<file path="src/hw/rtl/rws_pkg.sv">
package rws_pkg;

    localparam int DEF_MAX_ENTRIES  = 64;
    localparam int DEF_FITNESS_BITS = 32;
    localparam int DEF_RANDOM_BITS  = 32;

    localparam int MUL_DIGIT_BITS = 16;

    localparam logic OP_LOAD = 1'b0;
    localparam logic OP_DRAW = 1'b1;

    typedef struct packed {
        logic wr_en;
        logic cmp_en;
    } cell_ctl_t;

endpackage

</file>
<file path="src/hw/rtl/rws_cell.sv">
module rws_cell #(
    parameter int SUM_W    = 38,
    parameter int IDX_W    = 6,
    parameter int CNT_W    = 7,
    parameter int CELL_IDX = 0
) (
    input  logic               clk,
    input  logic               rst_n,
    input  rws_pkg::cell_ctl_t ctl,
    input  logic [IDX_W-1:0]   wr_idx,
    input  logic [SUM_W-1:0]   wr_data,
    input  logic [CNT_W-1:0]   count,
    input  logic [SUM_W-1:0]   target,
    input  logic               le_next,
    output logic               le,
    output logic               hit
);
    import rws_pkg::*;

    logic [SUM_W-1:0] sum_reg;
    logic             le_reg;
    logic             le_next_val;
    logic             in_set;

    assign in_set      = CNT_W'(CELL_IDX) < count;
    assign le_next_val = in_set && (sum_reg <= target);

    always_ff @(posedge clk)
    begin
        if (ctl.wr_en && (wr_idx == IDX_W'(CELL_IDX)))
        begin
            sum_reg <= wr_data;
        end
    end

    always_ff @(posedge clk or negedge rst_n)
    begin
        if (!rst_n)
        begin
            le_reg <= 1'b0;
        end
        else if (ctl.cmp_en)
        begin
            le_reg <= le_next_val;
        end
    end

    // boundary of the thermometer: last entry at or below the target
    assign le  = le_reg;
    assign hit = le_reg && !le_next;

endmodule

</file>
<file path="config.mk">
export PLATFORM = sky130hd
export DESIGN_NAME = rws_cell
export DESIGN_NICKNAME = d
export VERILOG_FILES = /design/src/hw/rtl/rws_pkg.sv /design/src/hw/rtl/rws_cell.sv
export SDC_FILE = /design/constraint.sdc
export NUM_CORES = 1
export LEC_CHECK = 0
export ABC_AREA = 1
export BUFFER_PORTS_ARGS = -buffer_cell sky130_fd_sc_hd__buf_2
export CAP_MARGIN = 10
export CORE_AREA = 5 5 75 77
export DETAILED_ROUTE_END_ITERATION = 12
export DIE_AREA = 0 0 80 82
export PLACE_DENSITY = 0.8
export RECOVER_POWER = 100
export SYNTH_ARGS = -nofsm -noshare
export SYNTH_HDL_FRONTEND = slang
export SYNTH_SLANG_ARGS = --single-unit
</file>
<file path="constraint.sdc">
create_clock -name clk -period 5.1 [get_ports clk]
set_clock_uncertainty 0.2 [all_clocks]
set_input_delay 1.02 -clock clk [delete_from_list [all_inputs] [get_ports clk]]
set_output_delay 1.02 -clock clk [all_outputs]
set_load 0.01 [all_outputs]
</file>
; Word level (Yosys, flattened, before mapping)
; Cells that the tools add are included.
; Widths: inputs -> output; s select.
[classes]
n_reduce_logical = 5
n_lt_le_gt_ge = 2
[op_table]
columns = operator, n
row1 = $le 38x38->1, 1
row2 = $lt 1x7->1 const A, 1
row3 = $logic_not 6->1, 1
row4 = $logic_and 1x1->1, 3
row5 = $logic_not 1->1, 1
[word_totals]
inputBits = 94
wordCells = 9
ff_bits = 39
output_inout_bits = 2

; Depth between registers and ports, before layout
[logic_depth]
ltp_word = 2
depth_mapped = 15
mapped_depth_nobuf = 15

; Worst setup path before layout
; Ideal clock, no wire load.
[synth_path]
path_type = input to register
startpoint = in wr_idx[1]
endpoint = reg sum_reg[0] (enable)
slack_ns = 2.252
required_ns = 4.501
path_stages = 2
setup_ns = 0.399
t_arrival_ns = 2.248
path_buffers = 0
cell_sequence = nor4_1 and3_1
[synth_between]
elab_chain_cells = 2
[synth_rtl]
columns = element, line
row1 = from (decl), rws_cell.sv:10  ; input logic [IDX_W-1:0] wr_idx,
row2 = $logic_not 6->1, rws_cell.sv:30  ; if (ctl.wr_en && (wr_idx == IDX_W'(CELL_IDX)))
row3 = $logic_and 1x1->1, rws_cell.sv:30
row4 = to (signal assigned), rws_cell.sv:32  ; sum_reg <= wr_data;
row5 = to (decl), rws_cell.sv:20  ; logic [SUM_W-1:0] sum_reg;
; Every way passes these cells.
; A chain may end at the register's enable or synchronous reset.

; Final worst setup path
[layout_path]
startpoint = in wr_idx[1]
endpoint = reg sum_reg[11] (enable)
; Same word-level chain as after synthesis.

==> flow_summary.toml <==
[routing]
drcViolationCount = 0
wl_per_cell_um = 11.0
ant_nets = 0
drtIter0Drc = 71
via_count = 1825
dr.pass1.iters = 4
drt_wl_total_um = 4510
via_per_inst = 4.44

[worst_setup_path]
cp.arrival_ns = 2.64
critPathMaxFanout = 38
r2r_slack_ns = 3.29
start_kind = "primary input"
timing.rr.end = "le$_DFFE_PN0P_"
crit_path_end_kind = "register"
critPathKind = "primary input to register"
r2r_cells = 12
cp.required_ns = 4.78
worstReg2RegStart = "sum_reg[13]$_DFFE_PP_"

[layout]
largest_reg_flops = 38
final-seq-area_um2 = 1170
diodes = 0
drive_gt1_share_pct = 33.1
multiInputGateArea_um2 = 963
finalNetCount = 472
fill_cells = 461
area_growth_pct = 27.5

[grt]
gr-usage-met1_pct = 14.4
top_usage_layer = "met2"
grt_pass1_wl_um = 7400
grtUsageMet2_pct = 28.5
grt.overflow.total = 0
grt_max_degree = 39
grt_antenna_before_repair = 0
grt_pass1_vias = 1966
grt.total_usage_pct = 14.6
gr-usage-met3_pct = 3.29

[floorplanning]
coreArea_um2 = 4940
num_rows = 26
io-pin-count = 96
dieArea_um2 = 6560
die_h_um = 82
die_w_um = 80
start_util_pct = 47.4

[timing]
fin_crit_ns = 2.97
tns_ns = 0
worst_pin_slew_ns = 1.61
rsz0062_at_grt = "false"
fin_crit_sh_pct = 58.1
setup_violations = 0
finalHoldViolCount = 0
relSlewSlack_pct = -7.05
slew_viol_final = 39
fin_ws_ns = 2.13
fmax_mhz = 337

[pwr]
ir_worst_vdd_mv = 0.170
p_per_area_nw_per_um2 = 212
clkPwrFrac_pct = 30.5
p_switching_uw = 139
switching_share_pct = 21.9
internal_power_uw = 495
leakage_uw = 0.00158
p_seq_share_pct = 56.1
comb_power_share_pct = 13.4

[synthesis]
syn_inst = 238
synth_seq_cells = 39
async_flop_share_pct = 2.56
syn_area_um2 = 2340
synth-main-ff-cell = "edfxtp_1"
yosysWarnings = 0
yosysTopAreaCell = "edfxtp_1"
synth_edf_count = 38
synth.area.top_cells = "edfxtp_1 49%, ha_1 20%, inv_1 9.0%, nand2_1 8.2%, a21oi_1 2.6%"
netlist.area_leader.share_pct = 48.7
syn_avg_cell_area_um2 = 9.84
syn-num-nets = 370
yosysSeqAreaShare_pct = 49.8
synth_cell_types = 20

[clocking]
path_clk_slew_ns = 0.08
ctsHoldBuffers = 0
insertion_delay_ns = 0.28
cts.repair.resized = 0
cts_setup_buffers = 0
cts_tree = "done"
cts_max_level = 2
cts-root-buf = "clkbuf_8"
clock_sinks = 39
numCtsBuffers = 5
clockBufferDepth = 2

[placement]
gp_congestion = 0.764
place_hpwl_um = 3890
place_ws_ns = 2.36
io_buffer_count = 95

[hold_path]
min_path_type = "primary input to async pin"

[flow_run]
max-cap-violations = 1

[run_status]
violations = "capacitance limit, slew limit"
run_status = "finished, violations left"
## area by class of cell
class	count	area share (%)
tap	70	2.93
sequential	39	39.1
inverter	56	7.04
timing repair buffer	95	15.8
clock inverter	2	0.419
multi-input combinational	143	32.3
clock buffer	6	2.43
## metrics by stage
| step | utilization, % | hold slack [ns] | cell area, um^2 | cells | total power, uW |
|---|---|---|---|---|---|
| 3_3_place_gp | 58.8 | 0.289 | 2910 | 403 | 444 |
| 6_report | 60.4 | 0.296 | 2990 | 411 | 634 |
| 4_1_cts | 60.5 | 0.286 | 2990 | 411 | 646 |
| 3_5_place_dp | 58.8 | 0.296 | 2910 | 403 | 448 |
| 5_1_grt | 60.4 | 0.275 | 2990 | 411 | 672 |
| 2_1_floorplan | - | 0.329 | 2340 | 238 | 403 |
## power by group through the flow
| stage | registers (uW) | logic [uW] | clock network [uW] |
|---|---|---|---|
| 2_1_floorplan | 363 | 40.3 | 0 |
| 3_3_place_gp | 362 | 82.0 | 0 |
| 3_5_place_dp | 363 | 86.0 | 0 |
| 4_1_cts | 355 | 86.7 | 204 |
| 5_1_grt | 355 | 98.9 | 218 |
| 6_report | 355 | 84.8 | 193 |
## per-layer routing
metal	part of all wire, %	vias to the layer above	routed length, um
met1	39	787	1760
met5	0	-	0
li1	-	969	-
met3	6.4	6	290
met4	1.6	0	72
met2	53	63	2390
## cells in the mapped netlist (all sizes together) (2+ instances only)
| cell | number |
|---|---|
| nand4 | 2 |
| nor2 | 21 |
| inv | 56 |
| o21ai | 3 |
| nor3 | 2 |
| edfxtp | 38 |
| nand2 | 57 |
| a21oi | 12 |
| a21o | 2 |
| a21boi | 2 |
| ha | 38 |
| nor4 | 2 |
## how the worst max path moves through the flow
stage	startpoint	to	slack [ns]	cells after the start
2_1_floorplan	wr_idx[1]	sum_reg[0]$_DFFE_PP_	2.25	2
3_3_place_gp	wr_idx[1]	sum_reg[6]$_DFFE_PP_	2.40	3
3_5_place_dp	wr_idx[1]	sum_reg[6]$_DFFE_PP_	2.36	3
4_1_cts	le_next	hit	2.55	3
5_1_grt	wr_idx[1]	sum_reg[33]$_DFFE_PP_	2.00	3
6_report	wr_idx[1]	sum_reg[11]$_DFFE_PP_	2.13	3
## critical path, stage by stage
cell,delay [ns]
buf_2,0.10
nor4_1,0.24
and3_1,1.28
## kinds of logic (layout without fill, tap and decap cells)
logic type                 count (synthesis)  count (layout)  share of synthesized area (%)
AOI/OAI and AO/OA                         19              19                           4.65
adders and majority gates                 38              38                           20.3
buffers and inverters                     56             159                           8.97
DFF                                       39              39                           49.8
and+or+nand+nor                           86              86                           16.3
## cells in the final DEF, fill, tap and decap left out
cell type / count
clkbuf_1: 3
nand2_1: 51
clkinvlp_4: 1
o21ai_1: 1
nand3_1: 1
clkinv_2: 1
and3_1: 1
nor4_1: 2
nor2_4: 2
a21o_1: 2
a21oi_1: 12
nor2_2: 4
edfxtp_1: 38
o21ai_0: 2
buf_2: 93
nand4_1: 2
clkbuf_8: 5
nor2_1: 15
a21boi_2: 1
nor3_1: 2
ha_1: 38
inv_1: 56
nand2_2: 6
a21boi_1: 1
dfrtp_1: 1
No activity file was read; power rests on OpenSTA's default activity.
