`config.mk`:
```
export PLATFORM = sky130hd
export DESIGN_NAME = rws_mul
export DESIGN_NICKNAME = d
export VERILOG_FILES = /design/src/hw/rtl/rws_pkg.sv /design/src/hw/rtl/rws_mul.sv
export SDC_FILE = /design/constraint.sdc
export NUM_CORES = 2
export LEC_CHECK = 0
export ABC_CLOCK_PERIOD_IN_PS = 7400
export BUFFER_PORTS_ARGS = -buffer_cell sky130_fd_sc_hd__buf_2
export CAP_MARGIN = 0
export CELL_PAD_IN_SITES_DETAIL_PLACEMENT = 0
export CELL_PAD_IN_SITES_GLOBAL_PLACEMENT = 1
export CORE_ASPECT_RATIO = 0.8
export CORE_UTILIZATION = 30
export DETAILED_ROUTE_END_ITERATION = 10
export PLACE_DENSITY = 0.59
export SYNTH_ARGS = -nofsm -noshare
export SYNTH_HDL_FRONTEND = slang
export SYNTH_SLANG_ARGS = --single-unit
```
`constraint.sdc`:
```
create_clock -name clk -period 7.4 [get_ports clk]
set_clock_uncertainty 0.15 [all_clocks]
set_input_delay 0.74 -clock clk [delete_from_list [all_inputs] [get_ports clk]]
set_output_delay 0.74 -clock clk [all_outputs]
set_load 0.05 [all_outputs]
```
`src/hw/rtl/rws_pkg.sv`:
```
package rws_pkg;

    localparam int DEF_MAX_ENTRIES  = 64;
    localparam int DEF_FITNESS_BITS = 32;
    localparam int DEF_RANDOM_BITS  = 32;

    localparam int MUL_DIGIT_BITS = 16;

    localparam logic OP_LOAD = 1'b0;
    localparam logic OP_DRAW = 1'b1;

    typedef struct packed {
        logic wr_en;
        logic cmp_en;
    } cell_ctl_t;

endpackage

```
`src/hw/rtl/rws_mul.sv`:
```
module rws_mul #(
    parameter int A_W = 32,
    parameter int B_W = 38
) (
    input  logic                 clk,
    input  logic                 rst_n,
    input  logic                 start,
    input  logic [A_W-1:0]       a,
    input  logic [B_W-1:0]       b,
    output logic                 done,
    output logic [A_W+B_W-1:0]   product
);
    import rws_pkg::*;

    localparam int D   = MUL_DIGIT_BITS;
    localparam int ND  = (B_W + D - 1) / D;
    localparam int OPW = ND * D;
    localparam int PW  = A_W + OPW;
    localparam int KW  = (ND > 1) ? $clog2(ND) : 1;

    logic [A_W-1:0]   a_reg;
    logic [OPW-1:0]   b_reg;
    logic [KW-1:0]    k_reg;
    logic             run_reg;
    logic             pp_valid_reg;
    logic             pp_last_reg;
    logic             done_reg;
    logic [PW-1:0]    pp_reg;
    logic [PW-1:0]    acc_reg;
    logic [D-1:0]     digit;
    logic [A_W+D-1:0] mul;
    logic             last_step;

    assign digit     = b_reg[k_reg*D +: D];
    assign mul       = (A_W+D)'(a_reg) * (A_W+D)'(digit);
    assign last_step = (k_reg == KW'(ND - 1));

    always_ff @(posedge clk)
    begin
        if (start)
        begin
            a_reg <= a;
            b_reg <= OPW'(b);
        end
        if (run_reg)
        begin
            pp_reg <= PW'(mul) << (D * int'(k_reg));
        end
        if (start)
        begin
            acc_reg <= '0;
        end
        else if (pp_valid_reg)
        begin
            acc_reg <= acc_reg + pp_reg;
        end
    end

    always_ff @(posedge clk or negedge rst_n)
    begin
        if (!rst_n)
        begin
            run_reg      <= 1'b0;
            k_reg        <= '0;
            pp_valid_reg <= 1'b0;
            pp_last_reg  <= 1'b0;
            done_reg     <= 1'b0;
        end
        else
        begin
            pp_valid_reg <= run_reg;
            pp_last_reg  <= run_reg && last_step;
            done_reg     <= pp_valid_reg && pp_last_reg;
            if (start)
            begin
                run_reg <= 1'b1;
                k_reg   <= '0;
            end
            else if (run_reg)
            begin
                if (last_step)
                begin
                    run_reg <= 1'b0;
                end
                k_reg <= k_reg + KW'(1);
            end
        end
    end

    assign done    = done_reg;
    assign product = acc_reg[A_W+B_W-1:0];

endmodule

```
# Yosys cells after proc, flatten, opt, wreduce, memory -nomap -nowiden
# Cells that the tools add are included.
classes:
  shifts: 2
  n_mux: 5
  n_addsub: 2
  n_eq_ne: 1
  n_mul: 1
  n_reduce_logical: 3
ops:
  columns: ["operator", "count"]
  rows:
  - ["80-bit adder", 1]
  - ["48-bit by 6-bit << shifter with 80-bit output", 1]
  - ["32-bit by 16-bit multiplier with 48-bit output", 1]
  - ["48-bit by 7-bit variable part select with 16-bit output", 1]
  - ["2-bit two-way mux", 2]
  - ["1-bit two-way mux", 3]
  - ["2-bit by 1-bit adder with 2-bit output, second input constant", 1]
  - ["2-bit == test, second input constant", 1]
  - ["1-bit logical AND", 2]
  - ["2-bit nonzero test", 1]
word_totals:
  output_inout_bits: 71
  input_bits: 73
  wordCells: 23
  ff_bits: 236

# Depth between registers and ports, before layout
logic_depth:
  ltp_word: 4
  depth_mapped: 30
  depth_no_buf: 27

# Worst setup path after synthesis
# No wires, ideal clock.
synth_path:
  path_kind: "flip-flop to flip-flop"
  from: "register k_reg[0]"
  to: "register pp_reg[58] (data pin)"
  stages_incl_launch_ff: 29
  n_path_buf: 3
  slack_ns: -0.368
  setup_time_ns: 0.261
  period_less_slack_ns: 7.768
  t_required_ns: 6.989
  arrival_ns: 7.357
  cell_sequence: "dfrtp_1 clkbuf_1 clkinv_1 nor2_1 nand2_1 o21ai_0 clkbuf_1 nand2_1 fa_1 fa_1 fa_1 inv_1 fa_1 fa_1 inv_1 fa_1 inv_1 ha_1 clkbuf_1 a21oi_1 o21ai_0 a32oi_1 nand3b_1 o21ai_1 a21oi_1 or3_1 a311oi_1 nor3_1 a221o_1"
synth_between:
  elab_chain_len: 3
synth_lines:
  columns: ["item", "line_no", "text"]
  rows:
  - ["from (decl)", "rws_mul.sv:23", "logic [KW-1:0] k_reg;"]
  - ["from (signal assigned)", "rws_mul.sv:85", "k_reg <= k_reg + KW'(1);"]
  - ["48-bit by 7-bit variable part select with 16-bit output", "rws_mul.sv:34", "assign digit = b_reg[k_reg*D +: D];"]
  - ["32-bit by 16-bit multiplier with 48-bit output", "rws_mul.sv:35", "assign mul = (A_W+D)'(a_reg) * (A_W+D)'(digit);"]
  - ["48-bit by 6-bit << shifter with 80-bit output (*)", "rws_mul.sv:47", "pp_reg <= PW'(mul) << (D * int'(k_reg));"]
  - ["to (signal assigned)", "rws_mul.sv:47", null]
  - ["to (decl)", "rws_mul.sv:28", "logic [PW-1:0] pp_reg;"]
# Every way passes the cells marked *; elsewhere a longest branch is shown, timed or not.
# A chain may end at the register's enable or synchronous reset.

# Worst setup path after layout
layout_path:
  from: "register k_reg[1]"
  to: "register pp_reg[45] (data pin)"
# The elaborated chain is that of the path after synthesis.

==> qor_table.md <==
| Quantity | Reported | Unit |
|:---|:---|:---|
| Result of the run | finished with violations | - |
| Failing checks | setup timing | - |
| Area of combinational cells with multiple inputs | 21300 | sq um |
| Width of the die | 346 | um |
| Die area | 96100 | sq um |
| Final standard cell count with taps included and fillers excluded | 4638 | - |
| Ranking of synthesized cells by area | fa_1, edfxtp_1, ha_1 | - |
| Crit path required time | 7.60 | ns |
| Top Ports | 144 | - |
| Final setup margin | -0.0220 | ns |
| Yosys Warn Count | 0 | - |
| Clock-pin slew on the worst setup and hold paths | 0.07 | ns |
| Classification of the worst-slack hold path | input port to flop | - |
| RSZ-0062 raised after global routing | yes | - |
| Final Net Count | 4073 | - |
| Final Hold Fails | 0 | - |
| Crit path arrival time | 7.63 | ns |
| Reg2Reg Depth | 25 | - |
| Number of flops mapped to enable cells by yosys | 140 | - |
| Number of sinks on the clock net | 216 | - |
| CP most frequent cell | fa_1 | - |
| Slew at the pin closest to its max-slew limit | 1.04 | ns |
| Synthesized Nets | 3814 | - |
| Origin of the worst setup path | k_reg[1] | - |
| Cell type contributing the most total cell area after synthesis | fa_1 | - |
| Root Buffer | clkbuf_16 | - |
| Insertion delay of the later-clocked pin in the worst-skew pair | 0.60 | ns |
| DRC violation total after the first TritonRoute iteration | 1395 | - |
| Setup Total Neg Slack | -0.0220 | ns |
| Min-Delay Endpoint | a_reg[13] | - |
| Residual antenna-violating net count after detailed routing | 0 | - |
| Number of fillers in the final layout | 9563 | - |
| Global-route wire length before repair | 138000 | um |
| Initial standard-cell utilization of the core | 0.305 | - |
| Worst slew margin relative to its limit | 0.307 | - |
| Count of endpoints failing setup in the final report | 1 | - |
| Post-route fraction of the period consumed by the critical path | 1.00 | - |
| Total half-perimeter wirelength after legalization and detailed placement | 74600 | um |
| Post-synth design cell area | 28500 | sq um |
| GR Util All Layers | 0.186 | - |
| Number of H-tree branching levels | 1 | - |
| Hold depth | 1 | - |
| Core Util, Final | 0.367 | - |
| Std-Cell Core Area | 93500 | sq um |
| Post-synth top flop | edfxtp_1 | - |
| Worst hold slack | 0.165 | ns |
| Final worst path period need | 7.42 | ns |
| FF-to-FF setup slack | -0.02 | ns |
| Post-route DRC violation count | 0 | - |
| Sequential cell area | 5760 | sq um |
| Asr flop ratio synth | 0.0278 | - |
| DR vias/cell | 4.85 | - |
| CP max stage cell | fa_1 | - |
| Sequential fraction of the synthesis area | 0.202 | - |
| Vias after detailed routing | 22500 | - |
| Fraction of final layout cells sized beyond drive strength 1 | 0.178 | - |
| Die Y | 278 | um |
| Destination of the worst register-to-register timing path | pp_reg[45] | - |
| Number of max-capacitance violations reported | 0 | - |
| Number of register bits inferred by synthesis | 216 | - |
| Synthesized instance count | 3132 | - |
| Count of cell types in the netlist | 74 | - |
| Fmax achieved | 0.135 | GHz |
| Worst flop-to-flop path startpoint | k_reg[1] | - |
| Largest net degree at the start of global routing | 56 | - |
| Proportion of netlist area held by the largest area contributor | 0.295 | - |
| Class of the most critical setup path | flop to flop | - |
| Top-count cell post-synth | inv_1 | - |
| Port Buf Inserts | 143 | - |
| Standard-cell rows | 100 | - |
| Kind of end point of the critical path | flop | - |
| Final max-slew violation count | 0 | - |
| Final estimated routing congestion in global placement | 0.882 | - |
| TritonCTS Buffers | 28 | - |
| 1st-pass router iterations | 5 | - |
| DP Cell Count | 4569 | - |
| Delay of the slowest cell on the worst path | 0.62 | ns |
| Cell types with the highest counts after synthesis | inv_1, nand2_1, fa_1 | - |
| Antenna violations before repair | 3 | - |
| Vias in the first global route | 22500 | - |
| Area growth from synthesis to layout | 20.4 | % |
| Total gr overflow | 0 | - |
| Launch instance of the worst min-delay path | a[13] | - |
| TritonCTS clock tree | done | - |
| Maximum clock insertion buffer count | 3 | - |
| Critical Path Start Type | flop | - |
| Critical Path Fanout Max | 9 | - |
| Wire length per cell after detailed routing | 19.5 | um |
| Routed wire length | 90500 | um |
| Average instance area after synthesis | 9.09 | sq um |
## worst max-delay path: cells and delay by family (launching register included)
family	cells	cell delay, ns
adder cells (fa/ha/maj)	7	3.40
XOR/XNOR	1	0.17
AND/OR/NAND/NOR	3	0.30
buffers and inverters	5	0.54
multiplexers	1	0.30
AO/OA/AOI/OAI	8	1.78
flip-flops	1	0.50
## how the worst max path moves through the flow
stage	end	slack (ns)	cells past startpoint
2_1_floorplan	pp_reg[44]	0.04	28
3_3_place_gp	pp_reg[62]	-0.56	26
3_5_place_dp	pp_reg[62]	-0.51	26
4_1_cts	pp_reg[62]	-0.02	27
5_1_grt	pp_reg[45]	-0.17	26
6_report	pp_reg[45]	-0.02	25
## routing by layer
layer  track usage  wire [um]
met1         0.285      45400
met2         0.276      39200
met3        0.0260       4310
met4        0.0335       1610
met5             0          0
## metrics by stage
stage | cell area (sq um) | worst slack, ns
after global routing | 34300 | -0.171
after floorplan | 28500 | 0.0353
after global placement | 32200 | -0.558
after detailed placement | 32200 | -0.509
final | 34300 | -0.0220
after CTS | 33200 | -0.0186
## layout make-up
class,instances,share of cell area
Inverter,470,0.0515
Antenna cell,1,0.0000730
Multi-Input combinational cell,2279,0.621
Tap cell,1224,0.0447
Timing Repair Buffer,396,0.0868
Sequential cell,216,0.168
Clock inverter,18,0.00559
Clock buffer,34,0.0223
## cells by family after synthesis
kind of cell / after synthesis / synth area share
compound gates: 500 / 0.113
mux: 73 / 0.0258
buf+inv: 637 / 0.0842
flops: 216 / 0.202
xor+xnor: 102 / 0.0314
fa+ha+maj: 609 / 0.378
simple gates: 995 / 0.166
## cells in the final DEF (no fill, tap or decap), drive strengths merged, types with 6 or more instances in the layout
cell type / count
xnor2: 60
o311ai: 6
and3: 10
ha: 190
edfxtp: 140
nor2b: 13
inv: 475
dfrtp: 6
nor3: 22
nor2: 146
o21bai: 21
nand2b: 13
a221o: 8
o221ai: 7
o31ai: 9
a21oi: 146
dfxtp: 70
o21a: 10
fa: 419
clkbuf: 36
a41oi: 7
o22ai: 11
a21o: 72
buf: 393
a211oi: 10
o21ai: 111
xor2: 42
mux2i: 69
o211ai: 12
a31oi: 20
nand3: 43
and2: 241
nand2: 436
nand4: 34
or3: 11
clkinv: 7
## repair_timing
action | in CTS | in global routing
buffers inserted | 2 | 12
endpoints found under the setup margin | 47 | 45
cloned | 0 | 2
pin swaps | 6 | 77
hold endpoints to repair | 6 | 0
hold buffers | 1 | 0
resized for setup | 21 | 177
Power is left out: the tool's default activity adds up to more than one toggle a clock period on the data nets, which glitch-free logic cannot reach.
